### src/rtl/rc4_pkg.sv
// rc4 keystream cipher: shared types and constants
`timescale 1ns / 1ps

package rc4_pkg;

  localparam int BYTE_W     = 8;
  localparam int KEY_LEN_W  = 6;
  localparam int CFG_ADDR_W = 3;
  localparam int CFG_DATA_W = 64;
  localparam int TABLE_SIZE = 256;

  localparam logic [BYTE_W-1:0] BYTE_MAX = 8'hFF;

  localparam logic [CFG_ADDR_W-1:0] REG_KEY_LEN   = 3'd0;
  localparam logic [CFG_ADDR_W-1:0] REG_KEY_WORD0 = 3'd1;

  localparam logic REQ_KEY   = 1'b0;
  localparam logic REQ_DATA  = 1'b1;
  localparam logic RESP_KEY  = 1'b0;
  localparam logic RESP_DATA = 1'b1;

  typedef struct packed {
    logic accept;
    logic fill;
    logic step_a;
    logic step_b;
    logic wr_a;
    logic wr_b;
    logic adv;
    logic emit;
  } cmd_t;

  typedef struct packed {
    logic cnt_last;
    logic out_free;
    logic key_op;
  } sts_t;

endpackage

### src/rtl/rc4_ctrl.sv
// rc4 keystream cipher: sequencing state machine
`timescale 1ns / 1ps

module rc4_ctrl (
  input  logic          clk,
  input  logic          rst_n,
  input  logic          in_tvalid,
  input  logic          in_tuser,
  output logic          in_tready,
  input  rc4_pkg::sts_t sts,
  output rc4_pkg::cmd_t cmd
);

  typedef enum logic [2:0] {
    ST_FILL,
    ST_IDLE,
    ST_RD_A,
    ST_RD_B,
    ST_WR_A,
    ST_WR_B
  } state_t;

  state_t state_r, state_nxt;
  logic   rekey_r, rekey_nxt;
  logic   ready_r;
  logic   last_step;

  assign in_tready = ready_r;
  assign last_step = !sts.key_op || sts.cnt_last;

  always_comb begin
    cmd        = '0;
    state_nxt  = state_r;
    rekey_nxt  = rekey_r;
    unique case (state_r)
      ST_FILL: begin
        cmd.fill = 1'b1;
        if (sts.cnt_last) begin
          state_nxt = rekey_r ? ST_RD_A : ST_IDLE;
        end
      end
      ST_IDLE: begin
        if (ready_r && in_tvalid) begin
          cmd.accept = 1'b1;
          if (in_tuser == rc4_pkg::REQ_KEY) begin
            state_nxt = ST_FILL;
            rekey_nxt = 1'b1;
          end else begin
            state_nxt = ST_RD_A;
          end
        end
      end
      ST_RD_A: begin
        cmd.step_a = 1'b1;
        state_nxt  = ST_RD_B;
      end
      ST_RD_B: begin
        cmd.step_b = 1'b1;
        state_nxt  = ST_WR_A;
      end
      ST_WR_A: begin
        cmd.wr_a  = 1'b1;
        state_nxt = ST_WR_B;
      end
      ST_WR_B: begin
        cmd.wr_b = 1'b1;
        if (!last_step) begin
          cmd.adv   = 1'b1;
          state_nxt = ST_RD_A;
        end else if (sts.out_free) begin
          cmd.adv   = 1'b1;
          cmd.emit  = 1'b1;
          state_nxt = ST_IDLE;
          rekey_nxt = 1'b0;
        end
      end
      default: begin
        state_nxt = ST_IDLE;
      end
    endcase
  end

  always_ff @(posedge clk) begin
    if (!rst_n) begin
      state_r <= ST_FILL;
      rekey_r <= 1'b0;
      ready_r <= 1'b0;
    end else begin
      state_r <= state_nxt;
      rekey_r <= rekey_nxt;
      ready_r <= (state_nxt == ST_IDLE);
    end
  end

endmodule

### src/rtl/rc4_dp.sv
// rc4 keystream cipher: permutation memory, indices, key registers and output register
`timescale 1ns / 1ps

module rc4_dp #(
  parameter int MAX_KEY_BYTES = 32
) (
  input  logic                             clk,
  input  logic                             rst_n,
  input  logic                             cfg_we,
  input  logic [rc4_pkg::CFG_ADDR_W-1:0]   cfg_addr,
  input  logic [rc4_pkg::CFG_DATA_W-1:0]   cfg_wdata,
  input  logic [rc4_pkg::BYTE_W-1:0]       in_tdata,
  input  logic                             in_tuser,
  input  logic                             in_tlast,
  input  rc4_pkg::cmd_t                    cmd,
  output rc4_pkg::sts_t                    sts,
  output logic                             out_tvalid,
  input  logic                             out_tready,
  output logic [rc4_pkg::BYTE_W-1:0]       out_tdata,
  output logic                             out_tuser,
  output logic                             out_tlast
);

  localparam int KP_W = (MAX_KEY_BYTES > 1) ? $clog2(MAX_KEY_BYTES) : 1;

  logic [rc4_pkg::BYTE_W-1:0]    mem [rc4_pkg::TABLE_SIZE];
  logic [rc4_pkg::BYTE_W-1:0]    key_r [MAX_KEY_BYTES];
  logic [rc4_pkg::KEY_LEN_W-1:0] key_len_r;
  logic [rc4_pkg::KEY_LEN_W-1:0] len_m1;
  logic [KP_W-1:0]               kp_r;
  logic                          kp_last;

  logic [rc4_pkg::BYTE_W-1:0] i_r, j_r, cnt_r, acc_r;
  logic [rc4_pkg::BYTE_W-1:0] a_r, b_r, sa_r, sb_r, t_r;
  logic [rc4_pkg::BYTE_W-1:0] rda_r, rdb_r;
  logic                       kind_r, last_r;
  logic [rc4_pkg::BYTE_W-1:0] din_r;

  logic                       out_valid_r;
  logic [rc4_pkg::BYTE_W-1:0] out_data_r;
  logic                       out_kind_r, out_last_r;

  logic                       key_op;
  logic [rc4_pkg::BYTE_W-1:0] a_nxt, base, key_add, b_sum, t_sum, ks;
  logic [rc4_pkg::BYTE_W-1:0] ra, rb, wa, wd;
  logic                       we;

  assign key_op = (kind_r == rc4_pkg::REQ_KEY);

  // effective key length minus one
  always_comb begin
    priority if (key_len_r == '0) begin
      len_m1 = '0;
    end else if (key_len_r > rc4_pkg::KEY_LEN_W'(MAX_KEY_BYTES)) begin
      len_m1 = rc4_pkg::KEY_LEN_W'(MAX_KEY_BYTES - 1);
    end else begin
      len_m1 = key_len_r - 1'b1;
    end
  end

  assign kp_last = (rc4_pkg::KEY_LEN_W'(kp_r) == len_m1);

  always_comb begin
    a_nxt   = key_op ? cnt_r : i_r + 1'b1;
    base    = key_op ? acc_r : j_r;
    key_add = key_op ? key_r[kp_r] : '0;
    b_sum   = base + rda_r + key_add;
    t_sum   = sa_r + rdb_r;
    ra      = a_nxt;
    priority if (cmd.step_b) begin
      rb = b_sum;
    end else if (cmd.wr_a) begin
      rb = t_sum;
    end else begin
      rb = t_r;
    end
    // only entries a and b change during a swap
    priority if (t_r == b_r) begin
      ks = sa_r;
    end else if (t_r == a_r) begin
      ks = sb_r;
    end else begin
      ks = rdb_r;
    end
  end

  always_comb begin
    we = 1'b0;
    wa = cnt_r;
    wd = cnt_r;
    priority if (cmd.fill) begin
      we = 1'b1;
    end else if (cmd.wr_a) begin
      we = 1'b1;
      wa = a_r;
      wd = rdb_r;
    end else if (cmd.wr_b) begin
      we = 1'b1;
      wa = b_r;
      wd = sa_r;
    end else begin
      we = 1'b0;
    end
  end

  always_ff @(posedge clk) begin
    if (we) begin
      mem[wa] <= wd;
    end
    rda_r <= mem[ra];
    rdb_r <= mem[rb];
  end

  // configuration registers
  always_ff @(posedge clk) begin
    if (!rst_n) begin
      key_len_r <= rc4_pkg::KEY_LEN_W'(1);
      for (int k = 0; k < MAX_KEY_BYTES; k++) begin
        key_r[k] <= '0;
      end
    end else if (cfg_we) begin
      if (cfg_addr == rc4_pkg::REG_KEY_LEN) begin
        key_len_r <= cfg_wdata[rc4_pkg::KEY_LEN_W-1:0];
      end
      for (int k = 0; k < MAX_KEY_BYTES; k++) begin
        if (cfg_addr == rc4_pkg::REG_KEY_WORD0 + rc4_pkg::CFG_ADDR_W'(k >> 3)) begin
          key_r[k] <= cfg_wdata[8*(k & 7) +: rc4_pkg::BYTE_W];
        end
      end
    end
  end

  // step datapath registers
  always_ff @(posedge clk) begin
    if (cmd.accept) begin
      kind_r <= in_tuser;
      din_r  <= in_tdata;
      last_r <= in_tlast;
      if (in_tuser == rc4_pkg::REQ_KEY) begin
        acc_r <= '0;
        kp_r  <= '0;
      end
    end
    if (cmd.step_a) begin
      a_r <= a_nxt;
    end
    if (cmd.step_b) begin
      b_r  <= b_sum;
      sa_r <= rda_r;
    end
    if (cmd.wr_a) begin
      sb_r <= rdb_r;
      t_r  <= t_sum;
    end
    if (cmd.adv && key_op) begin
      acc_r <= b_r;
      kp_r  <= kp_last ? '0 : kp_r + 1'b1;
    end
  end

  always_ff @(posedge clk) begin
    if (!rst_n) begin
      i_r   <= '0;
      j_r   <= '0;
      cnt_r <= '0;
    end else begin
      if (cmd.accept && in_tuser == rc4_pkg::REQ_KEY) begin
        cnt_r <= '0;
      end else if (cmd.fill) begin
        cnt_r <= cnt_r + 1'b1;
      end else if (cmd.adv && key_op) begin
        cnt_r <= cnt_r + 1'b1;
      end
      if (cmd.adv) begin
        if (!key_op) begin
          i_r <= a_r;
          j_r <= b_r;
        end else if (sts.cnt_last) begin
          i_r <= '0;
          j_r <= '0;
        end
      end
    end
  end

  // output register
  always_ff @(posedge clk) begin
    if (!rst_n) begin
      out_valid_r <= 1'b0;
    end else if (cmd.emit) begin
      out_valid_r <= 1'b1;
    end else if (out_tready) begin
      out_valid_r <= 1'b0;
    end
  end

  always_ff @(posedge clk) begin
    if (cmd.emit) begin
      out_data_r <= key_op ? '0 : (din_r ^ ks);
      out_kind_r <= key_op ? rc4_pkg::RESP_KEY : rc4_pkg::RESP_DATA;
      out_last_r <= key_op ? 1'b0 : last_r;
    end
  end

  assign out_tvalid   = out_valid_r;
  assign out_tdata    = out_data_r;
  assign out_tuser    = out_kind_r;
  assign out_tlast    = out_last_r;

  assign sts.cnt_last = (cnt_r == rc4_pkg::BYTE_MAX);
  assign sts.out_free = !out_valid_r || out_tready;
  assign sts.key_op   = key_op;

endmodule

### src/rtl/rc4_keystream_cipher.sv
// rc4 keystream cipher: top level
//
//   channel  direction  tdata             tuser           tlast
//   in_      slave      [7:0] data_in     [0] req_type    last_in
//   out_     master     [7:0] data_out    [0] resp_kind   last_out
//   cfg_     write      [63:0] value, cfg_addr = register index 0..4
//
// a data beat runs from acceptance to result through one read of s[i],
// one of s[j], then two swap writes through the single memory write port.
// a rekey beat runs an identity fill, then 256 swap steps that each pass
// through the same read and write states as a data beat.
// after reset a fill loads the identity permutation; in_tready stays low.
// a finished result waiting on out_tready holds the last step; a new beat is
// taken while the result register is still full.
`timescale 1ns / 1ps

module rc4_keystream_cipher #(
  parameter int MAX_KEY_BYTES = 32
) (
  input  logic                           clk,
  input  logic                           rst_n,
  input  logic                           cfg_we,
  input  logic [rc4_pkg::CFG_ADDR_W-1:0] cfg_addr,
  input  logic [rc4_pkg::CFG_DATA_W-1:0] cfg_wdata,
  input  logic                           in_tvalid,
  output logic                           in_tready,
  input  logic [7:0]                     in_tdata,   // data_in
  input  logic                           in_tuser,   // req_type
  input  logic                           in_tlast,
  output logic                           out_tvalid,
  input  logic                           out_tready,
  output logic [7:0]                     out_tdata,  // data_out
  output logic                           out_tuser,  // resp_kind
  output logic                           out_tlast
);

  rc4_pkg::cmd_t cmd;
  rc4_pkg::sts_t sts;

  rc4_ctrl u_ctrl (
    .clk       (clk),
    .rst_n     (rst_n),
    .in_tvalid (in_tvalid),
    .in_tuser  (in_tuser),
    .in_tready (in_tready),
    .sts       (sts),
    .cmd       (cmd)
  );

  rc4_dp #(
    .MAX_KEY_BYTES (MAX_KEY_BYTES)
  ) u_dp (
    .clk        (clk),
    .rst_n      (rst_n),
    .cfg_we     (cfg_we),
    .cfg_addr   (cfg_addr),
    .cfg_wdata  (cfg_wdata),
    .in_tdata   (in_tdata),
    .in_tuser   (in_tuser),
    .in_tlast   (in_tlast),
    .cmd        (cmd),
    .sts        (sts),
    .out_tvalid (out_tvalid),
    .out_tready (out_tready),
    .out_tdata  (out_tdata),
    .out_tuser  (out_tuser),
    .out_tlast  (out_tlast)
  );

  a_reset_fill : assert property (@(posedge clk) !rst_n |=> !in_tready)
    else $error("in_tready high straight after reset");

  a_emit_free : assert property (@(posedge clk) disable iff (!rst_n)
    cmd.emit |-> (!out_tvalid || out_tready))
    else $error("result overwrote a beat not yet taken");

  a_one_step : assert property (@(posedge clk) disable iff (!rst_n)
    $onehot0({cmd.fill, cmd.step_a, cmd.step_b, cmd.wr_a, cmd.wr_b, cmd.accept}))
    else $error("more than one datapath step at once");

  a_accept_idle : assert property (@(posedge clk) disable iff (!rst_n)
    (in_tvalid && in_tready) |=> !in_tready)
    else $error("second beat accepted while busy");

endmodule

### config.mk
export PLATFORM = sky130hd
export DESIGN_NAME = rc4_keystream_cipher
export DESIGN_NICKNAME = d
export VERILOG_FILES = /design/src/rtl/rc4_pkg.sv /design/src/rtl/rc4_ctrl.sv /design/src/rtl/rc4_dp.sv /design/src/rtl/rc4_keystream_cipher.sv
export SDC_FILE = /design/constraint.sdc
export NUM_CORES = 2
export LEC_CHECK = 0
export BUFFER_PORTS_ARGS = -buffer_cell sky130_fd_sc_hd__buf_2
export CAP_MARGIN = 20
export CORE_ASPECT_RATIO = 0.7
export CORE_MARGIN = 4
export CORE_UTILIZATION = 40
export CTS_BUF_LIST = sky130_fd_sc_hd__clkbuf_4
export DETAILED_ROUTE_END_ITERATION = 8
export GPL_ROUTABILITY_DRIVEN = 1
export PLACE_DENSITY = 0.52
export SLEW_MARGIN = 20
export SYNTH_ARGS = -nofsm -noshare
export SYNTH_HDL_FRONTEND = slang
export SYNTH_SLANG_ARGS = --single-unit
### constraint.sdc
create_clock -name clk -period 38.6 [get_ports clk]
set_input_delay 1.93 -clock clk [delete_from_list [all_inputs] [get_ports clk]]
set_output_delay 1.93 -clock clk [all_outputs]
set_load 0.01 [all_outputs]
==> qor.csv <==
stage,metric,value,unit
route,wl,469,mm
clocking,cts.sinks,2434,
setup_path,cp_max_fo,95,
setup_path,cp.arrival,10380,ps
setup_path,cp-end-kind,flop,
timing,fin_hold_ws,429,ps
clocking,post_cts_buffers,0,
grt,antenna_found_initial,36,
yosys,ys.flop_type,edfxtp_1,
timing,finalCritPeriodShare,23.8,%
clocking,cts_tree,built,
cells_and_area,final_net_count,10200,
cells_and_area,area_delta_synth_final,10.1,%
setup_path,r2r_end,u_dp.rdb_r[7],
route,top_layer,met5,
floorplan,die_w,656,µm
setup_path,reg2reg_depth,21,
place,routabilityCongestion,0.920,
yosys,synth-edff-count,2369,
route,drc,0,
clocking,clockBufferDepth,4,
cells_and_area,top_register,u_dp.mem,
setup_path,setup.worst_path.class,flop to flop,
setup_path,worst_path_max_delay_cell,dfxtp_2,
pwr,switching_share,28.4,%
grt,grt_pass1_wl,653,mm
route,ant_nets,0,
timing,clock_skew,114,ps
setup_path,start_kind,flop,
setup_path,required,39810,ps
yosys,yosys_warnings,0,
timing,max_freq,109,MHz
yosys,ys_seq_elements,2434,
timing,setup_ws,29430,ps
cells_and_area,drive_above_1_share,16.9,%
cells_and_area,top_regs,"u_dp.mem (2048), u_dp.key_r (256)",
route,vias,91700,
grt,grt_max_degree,178,
cells_and_area,multi_input_area,0.0415,mm²
floorplan,rows,166,
setup_path,cp_num_cells,21,
route,route.met2.wl,187,mm
setup_path,endpoint,u_dp.rdb_r[7],
grt,gr-usage-all-layers,29.9,%
cells_and_area,final_area,0.129,mm²
place,io_buffers,93,
route,wl_met3,70.5,mm
yosys,synth_top_area_cell,edfxtp_1,
setup_path,cp_common_cell,buf_4,
status,outcome,"complete, no violations",
setup_path,path_cells,buf_4 > mux4_2 > mux4_2 > mux2i_1 > or2_2 > fa_1 > inv_1 > ha_1 > a32oi_2 > buf_4 > nand2_4 > buf_12 > nor3_4 > buf_4 > buf_4 > a32oi_1 > a31oi_1 > nor2_1 > a21oi_1 > o311ai_0 > nor4b_2,
yosys,yosysTopAreaCellShare,60.5,%
setup_path,slowest_delay,830,ps
route,via_per_inst,6.37,
place,post-place-ws,29650,ps
yosys,async_flop_share,0,%
setup_path,r2r_slack,29430,ps
timing,tightest_slew,1350,ps
floorplan,core,0.292,mm²
timing,slew_violations,0,
pwr,p_switching,1.68,mW
setup_path,cp_top_family,buffers and inverters,
route,wl_per_cell,32.6,µm
floorplan,die_h,462,µm
pwr,p_per_area,45.7,mW/mm²
pwr,p_int,4.23,mW
flow_run,cap_violations,0,
pwr,irDropWorstVdd,0.0226,mV
pwr,power_frac_seq,49.8,%
setup_path,cp_num_buf_inv,6,
yosys,syn_nets,10000,
hold_path,hold_path_class,flop to flop,
timing,fin_setup_tns,0,ps
floorplan,initial_core_util,40.2,%
pwr,clkPwrFrac,37.6,%
timing,setup_viol,0,
clocking,htree_levels,6,
route,initialDrtViolationCount,15600,
pwr,power,5.92,mW
timing,period_minus_slack,9170,ps
yosys,ys_types,88,
pwr,leakage,44.4,nW
yosys,syn_area_per_cell,11.9,µm²
cells_and_area,largest_register_ffs,2048,
grt,grt_pass1_vias,84700,
grt,grt-ovfl-total,0,
clocking,cts_resized,0,
floorplan,die_area,0.303,mm²
clocking,cts_hold_buf,0,
route,wl_met1,193,mm
cells_and_area,seqCellArea,0.0724,mm²
place,place_area,0.122,mm²
timing,slew_headroom,9.80,%
yosys,synthTopCellsByArea,"edfxtp_1 (61%), nand2_1 (9.2%), mux4_2 (7.1%)",
clocking,cts-root-buf,clkbuf_4,
place,dp_hpwl,294,mm
clocking,clk_pin_slew,70,ps
yosys,ys_seq_area_share,61.6,%
timing,rsz0062_at_grt,false,
yosys,syn-cell-area,0.118,mm²
cells_and_area,n_fill_cell,26900,
clocking,clkLatencyLatePin,1430,ps
route,drtPass1Iterations,7,
timing,final_hold_viol_count,0,
pwr,combPwrFrac,12.7,%
clocking,cts_buffers,614,
floorplan,io_pins,94,
yosys,netlist_instances,9915,
-- power by group through the flow --
stage	combinational (mW)	clock, mW	sequential [mW]
6_report	0.750	2.22	2.94
5_1_grt	0.773	2.40	2.94
4_1_cts	0.721	2.25	2.94
3_5_place_dp	0.719	0	3.00
3_3_place_gp	0.715	0	3.00
2_1_floorplan	0.420	0	3.00
-- area by class of cell --
class	instances	share of cell area (%)
Clock buffer	872	5.06
Clock inverter	155	0.712
Multi-Input combinational cell	6586	32.0
Timing Repair Buffer	350	2.12
Tap cell	3864	3.74
Sequential cell	2434	56.0
Inverter	105	0.317
Antenna cell	28	0.0541
-- worst reg2reg max path, stage by stage, from the launching register on --
cell,delay (ps)
dfxtp_2,830
buf_4,630
mux4_2,440
mux4_2,480
mux2i_1,580
or2_2,260
fa_1,410
inv_1,100
ha_1,290
a32oi_2,200
buf_4,470
nand2_4,540
buf_12,430
nor3_4,320
buf_4,340
buf_4,770
a32oi_1,260
a31oi_1,650
nor2_1,150
a21oi_1,170
o311ai_0,360
nor4b_2,310
-- cell usage in the layout, fill, tap and decap left out, drive strengths merged, types with 19 or more instances in the layout --
cell and count:
a211oi 154, a21oi 203, a221oi 26, a22oi 34
a311oi 405, a31oi 186, a32oi 77, and2 20
and3 308, buf 350, clkbuf 872, clkinv 122
dfxtp 65, diode 28, edfxtp 2369, ha 19
inv 121, mux2i 233, mux4 381, nand2 2887
nand3 713, nand4 28, nor2 511, nor2b 28
nor3 43, o21ai 75, o22ai 26, xnor2 32
xor2 20
-- per-layer routing --
metal | vias to the layer above | global-route usage [%]
met5 | - | 0
met4 | 30 | 11.1
met3 | 1013 | 11.1
met2 | 6908 | 40.3
met1 | 45900 | 43.6
li1 | 37900 | -
-- worst min-delay path by stage --
stage / start / endpoint / slack, ps / depth (start not counted)
after floorplan: u_dp.rda_r[0] / u_dp.sa_r[0] / 410 / 0
after global placement: u_dp.rda_r[4] / u_dp.sa_r[4] / 420 / 0
after detailed placement: u_dp.rda_r[4] / u_dp.sa_r[4] / 410 / 0
after CTS: u_dp.rda_r[4] / u_dp.sa_r[4] / 430 / 0
after global routing: u_dp.rda_r[4] / u_dp.sa_r[4] / 450 / 0
final: u_dp.rda_r[4] / u_dp.sa_r[4] / 430 / 0
-- logic make-up after synthesis --
kind of cell / Yosys count / synth area share, %
buffers and inverters: 895 / 3.59
AO/OA/AOI/OAI: 1293 / 8.14
adder cells (fa/ha/maj): 31 / 0.381
XOR/XNOR: 52 / 0.387
AND/OR/NAND/NOR: 4588 / 16.5
multiplexers: 622 / 9.40
flip-flops: 2434 / 61.6
-- metrics by stage --
stage	utilization, %	cells
4_1_cts	44.2	14400
3_5_place_dp	41.6	13300
5_1_grt	44.2	14400
2_1_floorplan	-	9915
6_report	44.3	14400
3_3_place_gp	41.6	13300
-- cells in the mapped netlist, drive strengths merged, types with 10 or more instances --
cell type	count
or2	10
a22oi	34
and3	308
o2111ai	13
buf	294
a211oi	154
mux2i	233
dfxtp	65
nand2	2887
nor4	11
xor2	20
a311oi	405
o21ai	75
a21oi	203
nor2b	28
a221oi	26
ha	19
o22ai	26
and2	20
inv	103
a21o	13
nand4	28
nand3	713
xnor2	32
edfxtp	2369
a31oi	186
nor2	511
clkbuf	496
mux4	381
a32o	13
a311o	10
a32oi	77
nor3	43
Note: power is estimated with default switching activity, not from simulation.
